[src/utf8c_pkg.sv]
// Shared types, constants and the code point check for the UTF-8 name checker.
package utf8c_pkg;

  localparam logic [7:0]  LEAD2_MIN    = 8'hC2;
  localparam logic [7:0]  LEAD2_MAX    = 8'hDF;
  localparam logic [7:0]  LEAD3_MIN    = 8'hE0;
  localparam logic [7:0]  LEAD3_MAX    = 8'hEF;
  localparam logic [7:0]  LEAD4_MIN    = 8'hF0;
  localparam logic [7:0]  LEAD4_MAX    = 8'hF4;
  localparam logic [7:0]  CONT_MASK    = 8'hC0;
  localparam logic [7:0]  CONT_TAG     = 8'h80;
  localparam logic [20:0] MIN_3BYTE    = 21'h000800;
  localparam logic [20:0] MIN_4BYTE    = 21'h010000;
  localparam logic [20:0] MAX_CP       = 21'h10FFFF;
  localparam logic [20:0] SURR_LO      = 21'h00D800;
  localparam logic [20:0] SURR_HI      = 21'h00DFFF;
  localparam logic [20:0] CTRL_C0_END  = 21'h000020;
  localparam logic [20:0] CTRL_DEL     = 21'h00007F;
  localparam logic [20:0] CTRL_C1_END  = 21'h00009F;

  localparam logic [1:0] SEQ_1BYTE = 2'd0;
  localparam logic [1:0] SEQ_2BYTE = 2'd1;
  localparam logic [1:0] SEQ_3BYTE = 2'd2;
  localparam logic [1:0] SEQ_4BYTE = 2'd3;

  // Decoder state carried from one byte to the next.
  typedef struct packed {
    logic [1:0]  pend;
    logic [1:0]  seqc;
    logic [20:0] cp;
    logic        failed;
  } dec_state_t;

  function automatic logic cp_bad(input logic [20:0] cp, input logic [1:0] seqc);
    logic bad;
    bad = 1'b0;
    if (seqc == SEQ_3BYTE && cp < MIN_3BYTE) bad = 1'b1;
    if (seqc == SEQ_4BYTE && cp < MIN_4BYTE) bad = 1'b1;
    if (cp > MAX_CP) bad = 1'b1;
    if (cp >= SURR_LO && cp <= SURR_HI) bad = 1'b1;
    if (cp < CTRL_C0_END) bad = 1'b1;
    if (cp >= CTRL_DEL && cp <= CTRL_C1_END) bad = 1'b1;
    return bad;
  endfunction

endpackage

[src/utf8c_decode.sv]
// Next-state and verdict logic for one name item.
module utf8c_decode #(
  parameter int MAX_NAME_BYTES = 32,
  parameter int CntW = 6
) (
  input  utf8c_pkg::dec_state_t st,
  input  logic [CntW-1:0]       cnt,
  input  logic [7:0]            byte_value,
  input  logic                  has_byte,
  input  logic                  last_byte,
  output utf8c_pkg::dec_state_t st_nxt,
  output logic [CntW-1:0]       cnt_nxt,
  output logic                  name_valid
);

  utf8c_pkg::dec_state_t st_b;
  logic [CntW-1:0]       cnt_b;

  always_comb begin
    st_b  = st;
    cnt_b = cnt;
    if (has_byte) begin
      if (cnt < CntW'(MAX_NAME_BYTES + 1)) cnt_b = cnt + CntW'(1);
      if (st.pend == 2'd0) begin
        if (byte_value[7] == 1'b0) begin
          st_b.cp   = {14'd0, byte_value[6:0]};
          st_b.seqc = utf8c_pkg::SEQ_1BYTE;
          if (utf8c_pkg::cp_bad(st_b.cp, utf8c_pkg::SEQ_1BYTE)) st_b.failed = 1'b1;
        end else if (byte_value >= utf8c_pkg::LEAD2_MIN &&
                     byte_value <= utf8c_pkg::LEAD2_MAX) begin
          st_b.cp   = {16'd0, byte_value[4:0]};
          st_b.seqc = utf8c_pkg::SEQ_2BYTE;
          st_b.pend = 2'd1;
        end else if (byte_value >= utf8c_pkg::LEAD3_MIN &&
                     byte_value <= utf8c_pkg::LEAD3_MAX) begin
          st_b.cp   = {17'd0, byte_value[3:0]};
          st_b.seqc = utf8c_pkg::SEQ_3BYTE;
          st_b.pend = 2'd2;
        end else if (byte_value >= utf8c_pkg::LEAD4_MIN &&
                     byte_value <= utf8c_pkg::LEAD4_MAX) begin
          st_b.cp   = {18'd0, byte_value[2:0]};
          st_b.seqc = utf8c_pkg::SEQ_4BYTE;
          st_b.pend = 2'd3;
        end else begin
          st_b.failed = 1'b1;
        end
      end else if ((byte_value & utf8c_pkg::CONT_MASK) != utf8c_pkg::CONT_TAG) begin
        // A broken sequence fails the name; decoding restarts at the next byte.
        st_b.failed = 1'b1;
        st_b.pend   = 2'd0;
      end else begin
        st_b.cp   = {st.cp[14:0], byte_value[5:0]};
        st_b.pend = st.pend - 2'd1;
        if (st.pend == 2'd1 && utf8c_pkg::cp_bad(st_b.cp, st.seqc)) st_b.failed = 1'b1;
      end
    end

    name_valid = !st_b.failed && st_b.pend == 2'd0 &&
                 cnt_b <= CntW'(MAX_NAME_BYTES);

    if (last_byte) begin
      st_nxt  = '0;
      cnt_nxt = '0;
    end else begin
      st_nxt  = st_b;
      cnt_nxt = cnt_b;
    end
  end

endmodule

[src/utf8_display_name_checker_core.sv]
// Top level of the UTF-8 display name checker: input register, decoder state, result register.
//
//  channel | ports                                          | direction
//  --------+------------------------------------------------+----------
//  input   | in_valid, in_stall, in_byte_value, in_has_byte, | in
//          | in_last_byte                                   |
//  result  | out_valid, out_stall, out_name_valid           | out
//
// An item is decoded while it sits in the input register; one byte per cycle is
// sustained, set by the single decode stage, while no last item waits on a stalled verdict.
// The verdict is loaded into the result register at the edge that retires the last item,
// so out_valid is registered and rises once that item leaves the input register.
// rst_n is synchronous and clears all name state and both valid flags.
// A stalled verdict holds only an item that carries the last mark; others pass.
module utf8_display_name_checker_core #(
  parameter int MAX_NAME_BYTES = 32
) (
  input  logic       clk,
  input  logic       rst_n,
  input  logic       in_valid,
  output logic       in_stall,
  input  logic [7:0] in_byte_value,
  input  logic       in_has_byte,
  input  logic       in_last_byte,
  output logic       out_valid,
  input  logic       out_stall,
  output logic       out_name_valid
);

  localparam int CntW = $clog2(MAX_NAME_BYTES + 2);

  logic       s1_valid_r;
  logic [7:0] s1_byte_r;
  logic       s1_has_r;
  logic       s1_last_r;

  utf8c_pkg::dec_state_t st_r, st_nxt;
  logic [CntW-1:0]       cnt_r, cnt_nxt;
  logic                  verdict;

  logic out_valid_r;
  logic out_name_valid_r;
  logic out_free;
  logic s1_go;

  assign out_free = !out_valid_r || !out_stall;
  assign s1_go    = s1_valid_r && (!s1_last_r || out_free);
  assign in_stall = s1_valid_r && !s1_go;

  always_ff @(posedge clk) begin
    if (!rst_n) begin
      s1_valid_r <= 1'b0;
    end else if (!in_stall) begin
      s1_valid_r <= in_valid;
    end
  end

  always_ff @(posedge clk) begin
    if (in_valid && !in_stall) begin
      s1_byte_r <= in_byte_value;
      s1_has_r  <= in_has_byte;
      s1_last_r <= in_last_byte;
    end
  end

  utf8c_decode #(
    .MAX_NAME_BYTES(MAX_NAME_BYTES),
    .CntW          (CntW)
  ) u_decode (
    .st        (st_r),
    .cnt       (cnt_r),
    .byte_value(s1_byte_r),
    .has_byte  (s1_has_r),
    .last_byte (s1_last_r),
    .st_nxt    (st_nxt),
    .cnt_nxt   (cnt_nxt),
    .name_valid(verdict)
  );

  always_ff @(posedge clk) begin
    if (!rst_n) begin
      st_r  <= '0;
      cnt_r <= '0;
    end else if (s1_go) begin
      st_r  <= st_nxt;
      cnt_r <= cnt_nxt;
    end
  end

  always_ff @(posedge clk) begin
    if (!rst_n) begin
      out_valid_r <= 1'b0;
    end else if (s1_go && s1_last_r) begin
      out_valid_r <= 1'b1;
    end else if (!out_stall) begin
      out_valid_r <= 1'b0;
    end
  end

  always_ff @(posedge clk) begin
    if (s1_go && s1_last_r) begin
      out_name_valid_r <= verdict;
    end
  end

  assign out_valid      = out_valid_r;
  assign out_name_valid = out_name_valid_r;

  a_clear_after_verdict : assert property (@(posedge clk) disable iff (!rst_n)
    (s1_go && s1_last_r) |=> (st_r == '0 && cnt_r == '0))
    else $error("name state not cleared after verdict");

  a_cnt_saturates : assert property (@(posedge clk) disable iff (!rst_n)
    cnt_r <= CntW'(MAX_NAME_BYTES + 1))
    else $error("byte count above saturation value");

  a_verdict_source : assert property (@(posedge clk) disable iff (!rst_n)
    $rose(out_valid_r) |-> $past(s1_go && s1_last_r))
    else $error("result raised without a last item");

  a_pend_bound : assert property (@(posedge clk) disable iff (!rst_n)
    st_r.pend <= st_r.seqc)
    else $error("pending count exceeds sequence length");

  a_stall_cause : assert property (@(posedge clk) disable iff (!rst_n)
    in_stall |-> (s1_valid_r && s1_last_r && out_valid_r))
    else $error("input stalled without a blocked verdict");

endmodule

[config.mk]
export PLATFORM = sky130hd
export DESIGN_NAME = utf8_display_name_checker_core
export DESIGN_NICKNAME = d
export VERILOG_FILES = /design/src/utf8c_pkg.sv /design/src/utf8c_decode.sv /design/src/utf8_display_name_checker_core.sv
export SDC_FILE = /design/constraint.sdc
export NUM_CORES = 1
export LEC_CHECK = 0
export ABC_AREA = 1
export BUFFER_PORTS_ARGS = -buffer_cell sky130_fd_sc_hd__buf_2
export CAP_MARGIN = 10
export CORE_MARGIN = 5
export CORE_UTILIZATION = 30
export CTS_CLUSTER_SIZE = 40
export DETAILED_ROUTE_END_ITERATION = 12
export GPL_ROUTABILITY_DRIVEN = 0
export MAX_ROUTING_LAYER = met4
export PLACE_DENSITY = 0.46
export SLEW_MARGIN = 20
export SYNTH_ARGS = -nofsm -noshare
export SYNTH_HDL_FRONTEND = slang
export SYNTH_SLANG_ARGS = --single-unit
[constraint.sdc]
create_clock -name clk -period 2.2 [get_ports clk]
set_clock_uncertainty 0.05 [all_clocks]
set_input_delay 0.44 -clock clk [delete_from_list [all_inputs] [get_ports clk]]
set_output_delay 0.44 -clock clk [all_outputs]
set_load 0.1 [all_outputs]
[Word level (Yosys, flattened, before mapping)]
Cells that the tools add are included.
Widths: inputs -> output; s select.
Storage, ports and cells
  register bits after elaboration: 39
  latch bits: 0
  bits in writable memories: 0
  ROM bits: 0
  bits of input ports: 14
  output and inout bits: 3
  logic and storage cells: 104
  memories: 0
Operators by class
  $add $sub $neg: 2
  multiply operators: 0
  div/mod/pow operators: 0
  $lt $le $gt $ge: 18
  eq/ne operators: 8
  shifts and indexed selects: 0
  multiplexer cells: 37
  bitwise logic cells: 0
  reduce and logical (&&, ||, !) cells: 28
Operators by type and width (count)
  $mux 25: 3
  $mux 26: 2
  $ge 8x8->1 const B: 3
  $le 8x8->1 const B: 3
  $mux 24: 1
  $mux 1: 22
  $mux 22: 1
  $ge 21x16->1 const B: 1
  $ge 21x7->1 const B: 1
  $gt 21x21->1 const B: 1
  $le 21x16->1 const B: 1
  $le 21x8->1 const B: 1
  $lt 21x12->1 const B: 1
  $lt 21x17->1 const B: 1
  $lt 21x6->1 const B: 1
  $mux 21: 1
  $mux 6: 3
  $logic_and 1x1->1: 14
  $mux 2: 4
  $reduce_and 4->1: 2
  $ge 7x7->1 const B: 1
  $lt 7x6->1 const B: 1
  $add 6x1->6 const B: 1
  $le 6x6->1 const B: 1
  13 further kinds: 22

[Logic depth before layout (Yosys ltp)]
Gate-level depths: netlist of run 1.
  depth after elaboration: 19
  depth in mapped cells: 13
  mapped depth without buffers: 13

[Cells and area by module]
Synthesis of run 1 repeated with hierarchy kept, for this count alone.
Unflattened totals
  cell total of the unflattened synthesis: 529
  area, all modules: 3414.5 um^2
By module, submodules not included
  utf8_display_name_checker_core: times used 1, cells an instance 237, area each 1876.8 um^2, sequential area each 1011.0 um^2
  utf8c_decode: times used 1, cells an instance 292, area each 1537.7 um^2, sequential area each 0.0 um^2

[Worst setup path before layout of run 1]
OpenSTA, ideal clock, no wires.
  kind: register to register
  start: reg out_valid_r (netlist: out_valid)
  end: reg s1_byte_r[0] (enable)
  library setup time: 0.335 ns
  data arrival time: 2.169 ns
  data required time: 1.815 ns
  path slack: -0.354 ns
  cell stages (with the launch flop): 6
  buffers on the path: 0
  period minus slack after synthesis: 2.554 ns
  cell sequence: dfxtp_1 nand2_1 inv_1 nand3_1 inv_1 nor2_1
On the way
  longest elaborated chain between the ends: 8
Ends and longest elaborated chain
  start: declaration: line utf8_display_name_checker_core.sv:41  | logic out_valid_r;
  start signal: assignment: line utf8_display_name_checker_core.sv:92  | out_valid_r <= 1'b0;
  start signal: assignment: line utf8_display_name_checker_core.sv:94  | out_valid_r <= 1'b1;
  start signal: assignment: line utf8_display_name_checker_core.sv:96  | out_valid_r <= 1'b0;
  $logic_not 1->1: line utf8_display_name_checker_core.sv:46  | assign out_free = !out_valid_r || !out_stall;
  $logic_or 1x1->1: line utf8_display_name_checker_core.sv:46
  $logic_or 1x1->1: line utf8_display_name_checker_core.sv:47  | assign s1_go = s1_valid_r && (!s1_last_r || out_free);
  $logic_and 1x1->1: line utf8_display_name_checker_core.sv:47
  $logic_not 1->1: line utf8_display_name_checker_core.sv:48  | assign in_stall = s1_valid_r && !s1_go;
  $logic_and 1x1->1: line utf8_display_name_checker_core.sv:48
  named net in_stall: line utf8_display_name_checker_core.sv:21  | output logic in_stall,
  $logic_not 1->1: line utf8_display_name_checker_core.sv:59  | if (in_valid && !in_stall) begin
  $logic_and 1x1->1: line utf8_display_name_checker_core.sv:59
  end signal: assignment: line utf8_display_name_checker_core.sv:60  | s1_byte_r <= in_byte_value;
  end: declaration: line utf8_display_name_checker_core.sv:33  | logic [7:0] s1_byte_r;
The timed path passes the listed nets, and every way through them passes these cells.
A chain may end at the register's enable or synchronous reset.

[Worst setup path after layout of run 1]
  start: reg s1_last_r
  end: out in_stall
On the way
  longest elaborated chain between the ends: 5
Ends and longest elaborated chain
  start: declaration: line utf8_display_name_checker_core.sv:35  | logic s1_last_r;
  start signal: assignment: line utf8_display_name_checker_core.sv:62  | s1_last_r <= in_last_byte;
  $logic_not 1->1: line utf8_display_name_checker_core.sv:47
  $logic_or 1x1->1: line utf8_display_name_checker_core.sv:47
  $logic_and 1x1->1: line utf8_display_name_checker_core.sv:47
  $logic_not 1->1: line utf8_display_name_checker_core.sv:48
  $logic_and 1x1->1: line utf8_display_name_checker_core.sv:48
  end: declaration: line utf8_display_name_checker_core.sv:21
No other way between the ends.

==> results of run 1 <==
==> logic make-up after synthesis <==
kind of cell | synth area share
and+or+nand+nor | 0.283
xor gates and xnor gates | 0.0126
DFF | 0.428
AOI/OAI and AO/OA | 0.168
adders and majority gates | 0.0241
buffers and inverters | 0.0842
==> flip-flops by register name, summed over array words and instances (netlist names) <==
register and count:
cnt_r 6, st_r 20, s1_last_r 1, s1_has_r 1, s1_valid_r 1, out_name_valid 1, s1_byte_r 8, out_valid 1
==> synthesized netlist by cell type <==
cell type,count
buf_6,1
clkbuf_1,4
edfxtp_1,11
nand4_2,1
a21oi_4,1
nand3_1,26
buf_2,2
clkinv_1,1
dfxtp_1,28
o21a_1,2
nand4_1,2
o2111ai_4,1
nand2_1,55
xor2_1,3
nor3_1,7
or2_2,1
a21oi_1,28
a31oi_1,2
nor2_1,38
o21ai_1,5
nor2_2,2
inv_1,35
ha_1,4
a41oi_1,1
o21ai_0,21
inv_2,1
nand2_2,3
nand2_4,1
==> area by class of cell <==
| type | instances | area share |
|---|---|---|
| tap | 80 | 0.0426 |
| sequential | 39 | 0.380 |
| multi-input combinational | 204 | 0.432 |
| inverter | 37 | 0.0607 |
| clock buffer | 7 | 0.0325 |
| timing repair buffer | 21 | 0.0501 |
| clock inverter | 1 | 0.00213 |
==> power by group <==
group          internal, mW  leakage (nW)  switching, mW
clock                 0.223        0.0422          0.243
combinational        0.0740         0.584          0.140
sequential            0.776         0.336         0.0323
total                  1.07         0.962          0.415
==> worst max-delay path: cells and delay by family, from the launching register on <==
family / cells / cell delay (ns)
buf+inv: 2 / 0.55
flops: 1 / 0.52
simple gates: 1 / 0.23
==> through the flow <==
| step | cells | TNS (ns) |
|---|---|---|
| 6_report | 389 | 0 |
| 2_1_floorplan | 287 | 0 |
| 3_5_place_dp | 381 | 0 |
| 4_1_cts | 389 | 0 |
| 3_3_place_gp | 381 | 0 |
| 5_1_grt | 389 | -0.0517 |
==> per-layer routing <==
| metal | vias up | track usage | part of all wire |
|---|---|---|---|
| met5 | - | - | 0 |
| met4 | 0 | 0.0366 | 0.0093 |
| met3 | 4 | 0.0290 | 0.044 |
| met2 | 28 | 0.160 | 0.41 |
| met1 | 805 | 0.179 | 0.54 |
| li1 | 984 | - | - |
==> final timing paths <==
path / start / end / slack [ns] / depth (start not counted)
min: in_byte_value[6] / s1_byte_r[6] / 0.27 / 1
max: s1_last_r / in_stall / 0.12 / 3
max reg2reg: st_r[24] / out_name_valid / 0.14 / 10
min reg2reg: st_r[22] / st_r[22] / 0.43 / 2
==> impl_metrics.env, run 1 <==
export IMPL_post_cts_resized=0
export IMPL_crit_path_start_kind="register"
export IMPL_setup_violations_final=0
export IMPL_syn_to_layout_area_delta_pct=13.0
export IMPL_layout_commonest_cell="nand2_1"
export IMPL_routed_via_density=4.68
export IMPL_clk_root_buffer_cell="clkbuf_8"
export IMPL_status="completed"
export IMPL_drive_above_1_share=0.133
export IMPL_yosysSeqAreaShare=0.428
export IMPL_grt_setup_unrepaired="yes"
export IMPL_grt_util_all_layers=0.120
export IMPL_crit_path_cell_trace="nand3_1, clkinvlp_4, buf_2"
export IMPL_dr_total_vias=1821
export IMPL_critPathKind="reg -> out"
export IMPL_number_of_hold_violations_in_the_final_report=0
export IMPL_minimum_period_implied_by_the_final_worst_setup_slack_ns=2.08
export IMPL_cp_arrival_ns=1.59
export IMPL_placeableCoreArea_mm2=0.00676
export IMPL_synth_area_leader_cell="dfxtp_1"
export IMPL_final_cell_area_mm2=0.00235
export IMPL_multi_input_area_mm2=0.00102
export IMPL_maximum_number_of_pins_on_one_net_before_global_route_repair=29
export IMPL_drc=0
export IMPL_post_drt_wl_per_cell_um=12.2
export IMPL_slew_limit_headroom=0.673
export IMPL_die_h_um=93.3
export IMPL_holdBufCountCts=0
export IMPL_clk_path_buf_depth=2
export IMPL_clock_transition_at_path_regs_ns=0.07
export IMPL_place_detailed_hpwl_um=3560
export IMPL_num_fill_cells=755
export IMPL_rows=30
export IMPL_cap_viol_max_count=0
export IMPL_first_pass_grt_wire_length_um=8070
export IMPL_antenna_violations_before_repair=0
export IMPL_placedInstanceArea_mm2=0.00227
export IMPL_grt_pass1_vias=1668
export IMPL_worst_hold_slack_ns=0.271
export IMPL_initial_utilization=0.308
export IMPL_power_density_relative_to_cell_area_mw_per_mm2=633
export IMPL_count_of_clock_tree_sinks=39
export IMPL_critical_path_slowest_cell="edfxtp_1"
export IMPL_cts_tree="done"
export IMPL_postSynthCellCount=287
export IMPL_max_slew_worst_pin_slew_ns=0.494
export IMPL_p_leak_nw=0.962
export IMPL_detailedRoute_firstPassIterationCount=4
export IMPL_dr_first_iter_drc_count=82
export IMPL_cpPeakStageDelay_ns=0.52
export IMPL_floorplan_die_width_um=93.3
export IMPL_post_syn_area_per_cell_um2=7.25
export IMPL_globalRouteOverflowTotal=0
export IMPL_finalCritPeriodShare=0.947
export IMPL_design_power_total_mw=1.49
export IMPL_ys_types=28
export IMPL_max_vdd_ir_drop_mv=0.342
export IMPL_ant_nets=0
export IMPL_cts_buffers=5
export IMPL_htree_num_levels=2
export IMPL_post_synth_instance_area_mm2=0.00208
export IMPL_yosys_reg_bits=39
export IMPL_detailedPlace_worstSlack_ns=0.157
export IMPL_port_buffers=16
export IMPL_fmaxAchievable_mhz=480
export IMPL_final_core_utilization=0.348
export IMPL_synth_warning_count=0
export IMPL_final_max_slew_viol_count=0
export IMPL_antenna_fix_cells=0
export IMPL_nets=326
export IMPL_worst_skew_pair_late_latency_ns=0.29
export IMPL_yosysTopAreaCellShare=0.270
export IMPL_cp_data_required_time_ns=1.71
export IMPL_worstSetupEndpointType="primary output"
export IMPL_drt_total_wl_um=4740
export IMPL_hold_class="in -> reg"
export IMPL_netlist_top_cells_area="dfxtp_1, edfxtp_1, nand2_1"
export IMPL_postSynthNetCount=305
export IMPL_die_area_mm2=0.00870
export IMPL_floorplan_io_pins=17
export IMPL_most_common_layout_cells="nand2_1, nor2_1, inv_1"
export IMPL_cts_setup_buffers=0
export IMPL_critPathMaxFanout=8
export IMPL_setup_slack_ns=0.117
export IMPL_seq_area_um2=892
Power figures use the tool's default switching activity.
==> run 2, diff against run 1 <==
==> constraint.sdc (replaced) <==
create_clock -name clk -period 2 [get_ports clk]
set_clock_uncertainty 0.05 [all_clocks]
set_input_delay 0.4 -clock clk [delete_from_list [all_inputs] [get_ports clk]]
set_output_delay 0.4 -clock clk [all_outputs]
set_load 0.1 [all_outputs]
==> run 2 against run 1 <==
Against the previous run:
- sequential power up 9.4%
- sequential cell count unchanged
- clock-buffer cell count shrank 2
- global-route usage shrank 0.34 points
- largest cell class unchanged
- largest power group unchanged
- highest routed layer unchanged
==> impl_metrics.env, run 2 (same netlist as run 1, synthesis figures left out) <==
export IMPL_htree_num_levels=2
export IMPL_drt_total_wl_um=4630
export IMPL_fmaxAchievable_mhz=529
export IMPL_slew_limit_headroom=0.672
export IMPL_setup_violations_final=0
export IMPL_nets=331
export IMPL_die_h_um=93.3
export IMPL_floorplan_io_pins=17
export IMPL_clk_path_buf_depth=2
export IMPL_crit_path_start_kind="register"
export IMPL_worst_hold_slack_ns=0.232
export IMPL_post_drt_wl_per_cell_um=11.8
export IMPL_hold_class="in -> reg"
export IMPL_minimum_period_implied_by_the_final_worst_setup_slack_ns=1.89
export IMPL_cts_buffers=5
export IMPL_grt_pass1_vias=1670
export IMPL_status="completed"
export IMPL_dr_total_vias=1804
export IMPL_globalRouteOverflowTotal=0
export IMPL_placeableCoreArea_mm2=0.00676
export IMPL_cp_arrival_ns=1.44
export IMPL_detailedRoute_firstPassIterationCount=6
export IMPL_drive_above_1_share=0.153
export IMPL_worstSetupEndpointType="primary output"
export IMPL_drc=0
export IMPL_worst_skew_pair_late_latency_ns=0.29
export IMPL_power_density_relative_to_cell_area_mw_per_mm2=731
export IMPL_critPathKind="reg -> out"
export IMPL_floorplan_die_width_um=93.3
export IMPL_final_cell_area_mm2=0.00245
export IMPL_syn_to_layout_area_delta_pct=17.7
export IMPL_initial_utilization=0.308
export IMPL_max_vdd_ir_drop_mv=0.303
export IMPL_holdBufCountCts=0
export IMPL_design_power_total_mw=1.79
export IMPL_final_cells=394
export IMPL_cp_data_required_time_ns=1.55
export IMPL_place_detailed_hpwl_um=3570
export IMPL_maximum_number_of_pins_on_one_net_before_global_route_repair=29
export IMPL_rows=30
export IMPL_final_max_slew_viol_count=0
export IMPL_top_reg_by_flops="st_r"
export IMPL_clk_root_buffer_cell="clkbuf_8"
export IMPL_cts_tree="done"
export IMPL_setup_slack_ns=0.110
export IMPL_biggestRegsByFlops="st_r x20, s1_byte_r x8, cnt_r x6"
export IMPL_die_area_mm2=0.00870
export IMPL_antenna_violations_before_repair=0
export IMPL_layout_commonest_cell="nand2_1"
export IMPL_worstHoldPathCells=1
export IMPL_number_of_hold_violations_in_the_final_report=0
export IMPL_grt_setup_unrepaired="no"
export IMPL_placedInstanceArea_mm2=0.00233
export IMPL_most_common_layout_cells="nand2_1, nor2_1, inv_1"
export IMPL_p_leak_nw=1.01
export IMPL_grt_util_all_layers=0.117
export IMPL_antenna_fix_cells=0
export IMPL_largest_register_ff_count=20
export IMPL_critPathMaxFanout=7
export IMPL_port_buffers=16
export IMPL_routed_via_density=4.58
export IMPL_placed_cells=386
export IMPL_dr_first_iter_drc_count=55
export IMPL_ant_nets=0
export IMPL_first_pass_grt_wire_length_um=7850
export IMPL_num_fill_cells=738
export IMPL_detailedPlace_worstSlack_ns=0.0918
export IMPL_finalCritPeriodShare=0.945
export IMPL_reg2regPathDepth=11
export IMPL_count_of_clock_tree_sinks=39
export IMPL_final_core_utilization=0.362
export IMPL_timing_setup_tns_ns=0
export IMPL_max_slew_worst_pin_slew_ns=0.496
export IMPL_clock_transition_at_path_regs_ns=0.08
export IMPL_cap_viol_max_count=0
## run 2: changes by cell type in the layout (fill, tap and decap cells not counted), moves of 2 or more
cell,before,now
buf_4,5,10
o21ai_1,5,7
clkbuf_1,2,0
o21ai_0,21,19
## run 2: path summary, 6_finish.rpt
kind	start	slack, ns	to
hold / removal	in_byte_value[6]	0.23	s1_byte_r[6]
setup reg to reg	cnt_r[1]	0.25	out_name_valid
hold reg to reg	st_r[22]	0.42	st_r[22]
setup / recovery	s1_last_r	0.11	in_stall
## run 2: metal layers
layer	vias to the layer above	part of all wire	global-route usage
li1	994	-	-
met1	783	0.53	0.167
met2	21	0.42	0.164
met3	6	0.030	0.0265
met4	0	0.016	0.0366
met5	-	0	-
## run 2: critical path, stage by stage, from the launching register on
cell and delay (ns):
edfxtp_1 0.42, buf_4 0.18, nand3_1 0.18, clkinvlp_4 0.18
buf_12 0.19
## run 2: what timing repair did
item                       CTS  global route
gates resized for setup      0             3
hold endpoints to repair     0             0
buffers inserted             0             0
setup endpoints to repair    0             6
## run 2: where the power goes
group / switching, mW / internal, mW / total (mW)
clock network: 0.284 / 0.371 / 0.655
logic: 0.160 / 0.0885 / 0.248
registers: 0.0315 / 0.853 / 0.884
total: 0.475 / 1.31 / 1.79
## run 2: area by class of cell
type                    instances  area, um2  share of cell area
well taps                      80        100              0.0409
clock inverters                 3       43.8              0.0179
flip-flops and latches         39        892               0.365
clock buffers                   5       68.8              0.0281
repair buffers                 26        170              0.0695
inverters                      37        143              0.0583
multi-input cells             204       1030               0.421
==> run 3, diff against run 2 <==
--- a/config.mk
+++ b/config.mk
@@ -6,7 +6,7 @@
 export NUM_CORES = 1
 export LEC_CHECK = 0
 export ABC_AREA = 1
-export BUFFER_PORTS_ARGS = -buffer_cell sky130_fd_sc_hd__buf_2
+export BUFFER_PORTS_ARGS = -buffer_cell sky130_fd_sc_hd__buf_4
 export CAP_MARGIN = 10
 export CORE_MARGIN = 5
 export CORE_UTILIZATION = 30
==> run 3 against run 2 <==
Against the previous run:
- die area unchanged
- largest cell class unchanged
- global-route usage grew 0.48 points
- sequential power is essentially flat
- critical path type is now reg -> reg
- core utilization down 0.15 points
- critical path depth rose by 6
==> impl_metrics.env, run 3 (same netlist as run 1, synthesis figures left out) <==
export IMPL_grt_util_all_layers=0.122
export IMPL_die_h_um=93.3
export IMPL_fmaxAchievable_mhz=548
export IMPL_worstHoldPathCells=1
export IMPL_worst_hold_slack_ns=0.232
export IMPL_finalCritPeriodShare=0.912
export IMPL_rows=30
export IMPL_count_of_clock_tree_sinks=39
export IMPL_largest_register_ff_count=20
export IMPL_cp_data_required_time_ns=2.13
export IMPL_cap_viol_max_count=0
export IMPL_antenna_violations_before_repair=0
export IMPL_final_core_utilization=0.361
export IMPL_setup_violations_final=0
export IMPL_initial_utilization=0.308
export IMPL_cp_arrival_ns=1.95
export IMPL_critPathMaxFanout=28
export IMPL_worst_hold_startpoint="in_byte_value[6]"
export IMPL_power_density_relative_to_cell_area_mw_per_mm2=683
export IMPL_layout_commonest_cell="nand2_1"
export IMPL_slew_limit_headroom=0.753
export IMPL_cts_tree="done"
export IMPL_worst_skew_pair_late_latency_ns=0.30
export IMPL_first_pass_grt_wire_length_um=8290
export IMPL_crit_path_start_kind="register"
export IMPL_cts_setup_buffers=0
export IMPL_p_leak_nw=0.995
export IMPL_drc=0
export IMPL_critical_path_slowest_cell="edfxtp_1"
export IMPL_timing_setup_tns_ns=0
export IMPL_detailedRoute_firstPassIterationCount=4
export IMPL_ant_nets=0
export IMPL_worstSetupEndpointType="register"
export IMPL_status="completed"
export IMPL_drt_total_wl_um=4790
export IMPL_htree_num_levels=2
export IMPL_holdPathEnd="s1_byte_r[6]"
export IMPL_final_cells=393
export IMPL_syn_to_layout_area_delta_pct=17.2
export IMPL_antenna_fix_cells=0
export IMPL_timing_rr_start="s1_byte_r[3]"
export IMPL_grt_setup_unrepaired="no"
export IMPL_floorplan_die_width_um=93.3
export IMPL_max_vdd_ir_drop_mv=0.224
export IMPL_placeableCoreArea_mm2=0.00676
export IMPL_clock_transition_at_path_regs_ns=0.07
export IMPL_grt_pass1_vias=1747
export IMPL_holdBufCountCts=0
export IMPL_placed_cells=385
export IMPL_die_area_mm2=0.00870
export IMPL_cts_buffers=5
export IMPL_post_drt_wl_per_cell_um=12.2
export IMPL_globalRouteOverflowTotal=0
export IMPL_critPathKind="reg -> reg"
export IMPL_nets=330
export IMPL_maximum_number_of_pins_on_one_net_before_global_route_repair=29
export IMPL_hold_class="in -> reg"
export IMPL_clk_root_buffer_cell="clkbuf_8"
export IMPL_port_buffers=16
export IMPL_cpPeakStageDelay_ns=0.44
export IMPL_top_reg_by_flops="st_r"
export IMPL_design_power_total_mw=1.66
export IMPL_final_max_slew_viol_count=0
export IMPL_clk_path_buf_depth=2
export IMPL_max_slew_worst_pin_slew_ns=0.369
export IMPL_minimum_period_implied_by_the_final_worst_setup_slack_ns=1.82
export IMPL_reg2regPathDepth=10
export IMPL_routed_via_density=4.69
export IMPL_post_cts_resized=0
export IMPL_crit_path_cell_trace="nor2_1, nand2_1, nand3_1, inv_1, nor2_2, nand2_2, o2111ai_4, nand2_8, o21ai_0, a21oi_1"
export IMPL_floorplan_io_pins=17
export IMPL_number_of_hold_violations_in_the_final_report=0
export IMPL_dr_first_iter_drc_count=91
export IMPL_dr_total_vias=1844
export IMPL_biggestRegsByFlops="st_r x20, s1_byte_r x8, cnt_r x6"
export IMPL_crit_reg2reg_capture="st_r[3]"
export IMPL_most_common_layout_cells="nand2_1, nor2_1, inv_1"
export IMPL_place_detailed_hpwl_um=3600
export IMPL_worst_r2r_setup_slack_ns=0.18
export IMPL_drive_above_1_share=0.147
==> run 3: worst max-delay path: cells and delay by family, from the launching register on <==
| family | cells | cell delay, ns |
|---|---|---|
| simple gates | 6 | 0.75 |
| flops | 1 | 0.44 |
| compound gates | 3 | 0.40 |
| buf+inv | 1 | 0.08 |
==> run 3: stage by stage <==
stage | cell area [um2] | worst slack [ns]
2_1_floorplan | 2090 | 0.0150
3_3_place_gp | 2340 | 0.126
3_5_place_dp | 2340 | 0.0815
4_1_cts | 2430 | 0.139
5_1_grt | 2440 | 0.0295
6_report | 2440 | 0.177
==> run 3: power by group <==
part	internal, mW	switching, mW	total (mW)
Clock	0.244	0.281	0.524
Combinational	0.0949	0.160	0.255
Sequential	0.853	0.0322	0.885
==> run 3: final cells by class <==
cell class                 instances  area [um2]
sequential                        39         892
multi-input combinational        204        1030
timing repair buffer              25         188
inverter                          37         143
tap                               80         100
clock buffer                       6        72.6
clock inverter                     2        12.5
fill                             719        4320
==> run 3: per-layer routing <==
| metal | up-vias | part of all wire | routed length, um | GRT usage |
|---|---|---|---|---|
| li1 | 1000 | - | - | - |
| met1 | 804 | 0.54 | 2580 | 0.177 |
| met2 | 31 | 0.41 | 1960 | 0.165 |
| met3 | 9 | 0.032 | 153 | 0.0249 |
| met4 | 0 | 0.021 | 102 | 0.0452 |
| met5 | - | 0 | 0 | - |
==> run 3: worst max-delay path by stage <==
stage,start,endpoint,depth (start not counted)
5_1_grt,s1_byte_r[7],st_r[3],10
3_5_place_dp,out_stall,st_r[6],10
6_report,s1_byte_r[3],st_r[3],10
4_1_cts,s1_byte_r[3],st_r[3],10
3_3_place_gp,out_stall,st_r[6],10
2_1_floorplan,out_valid,s1_byte_r[0],5
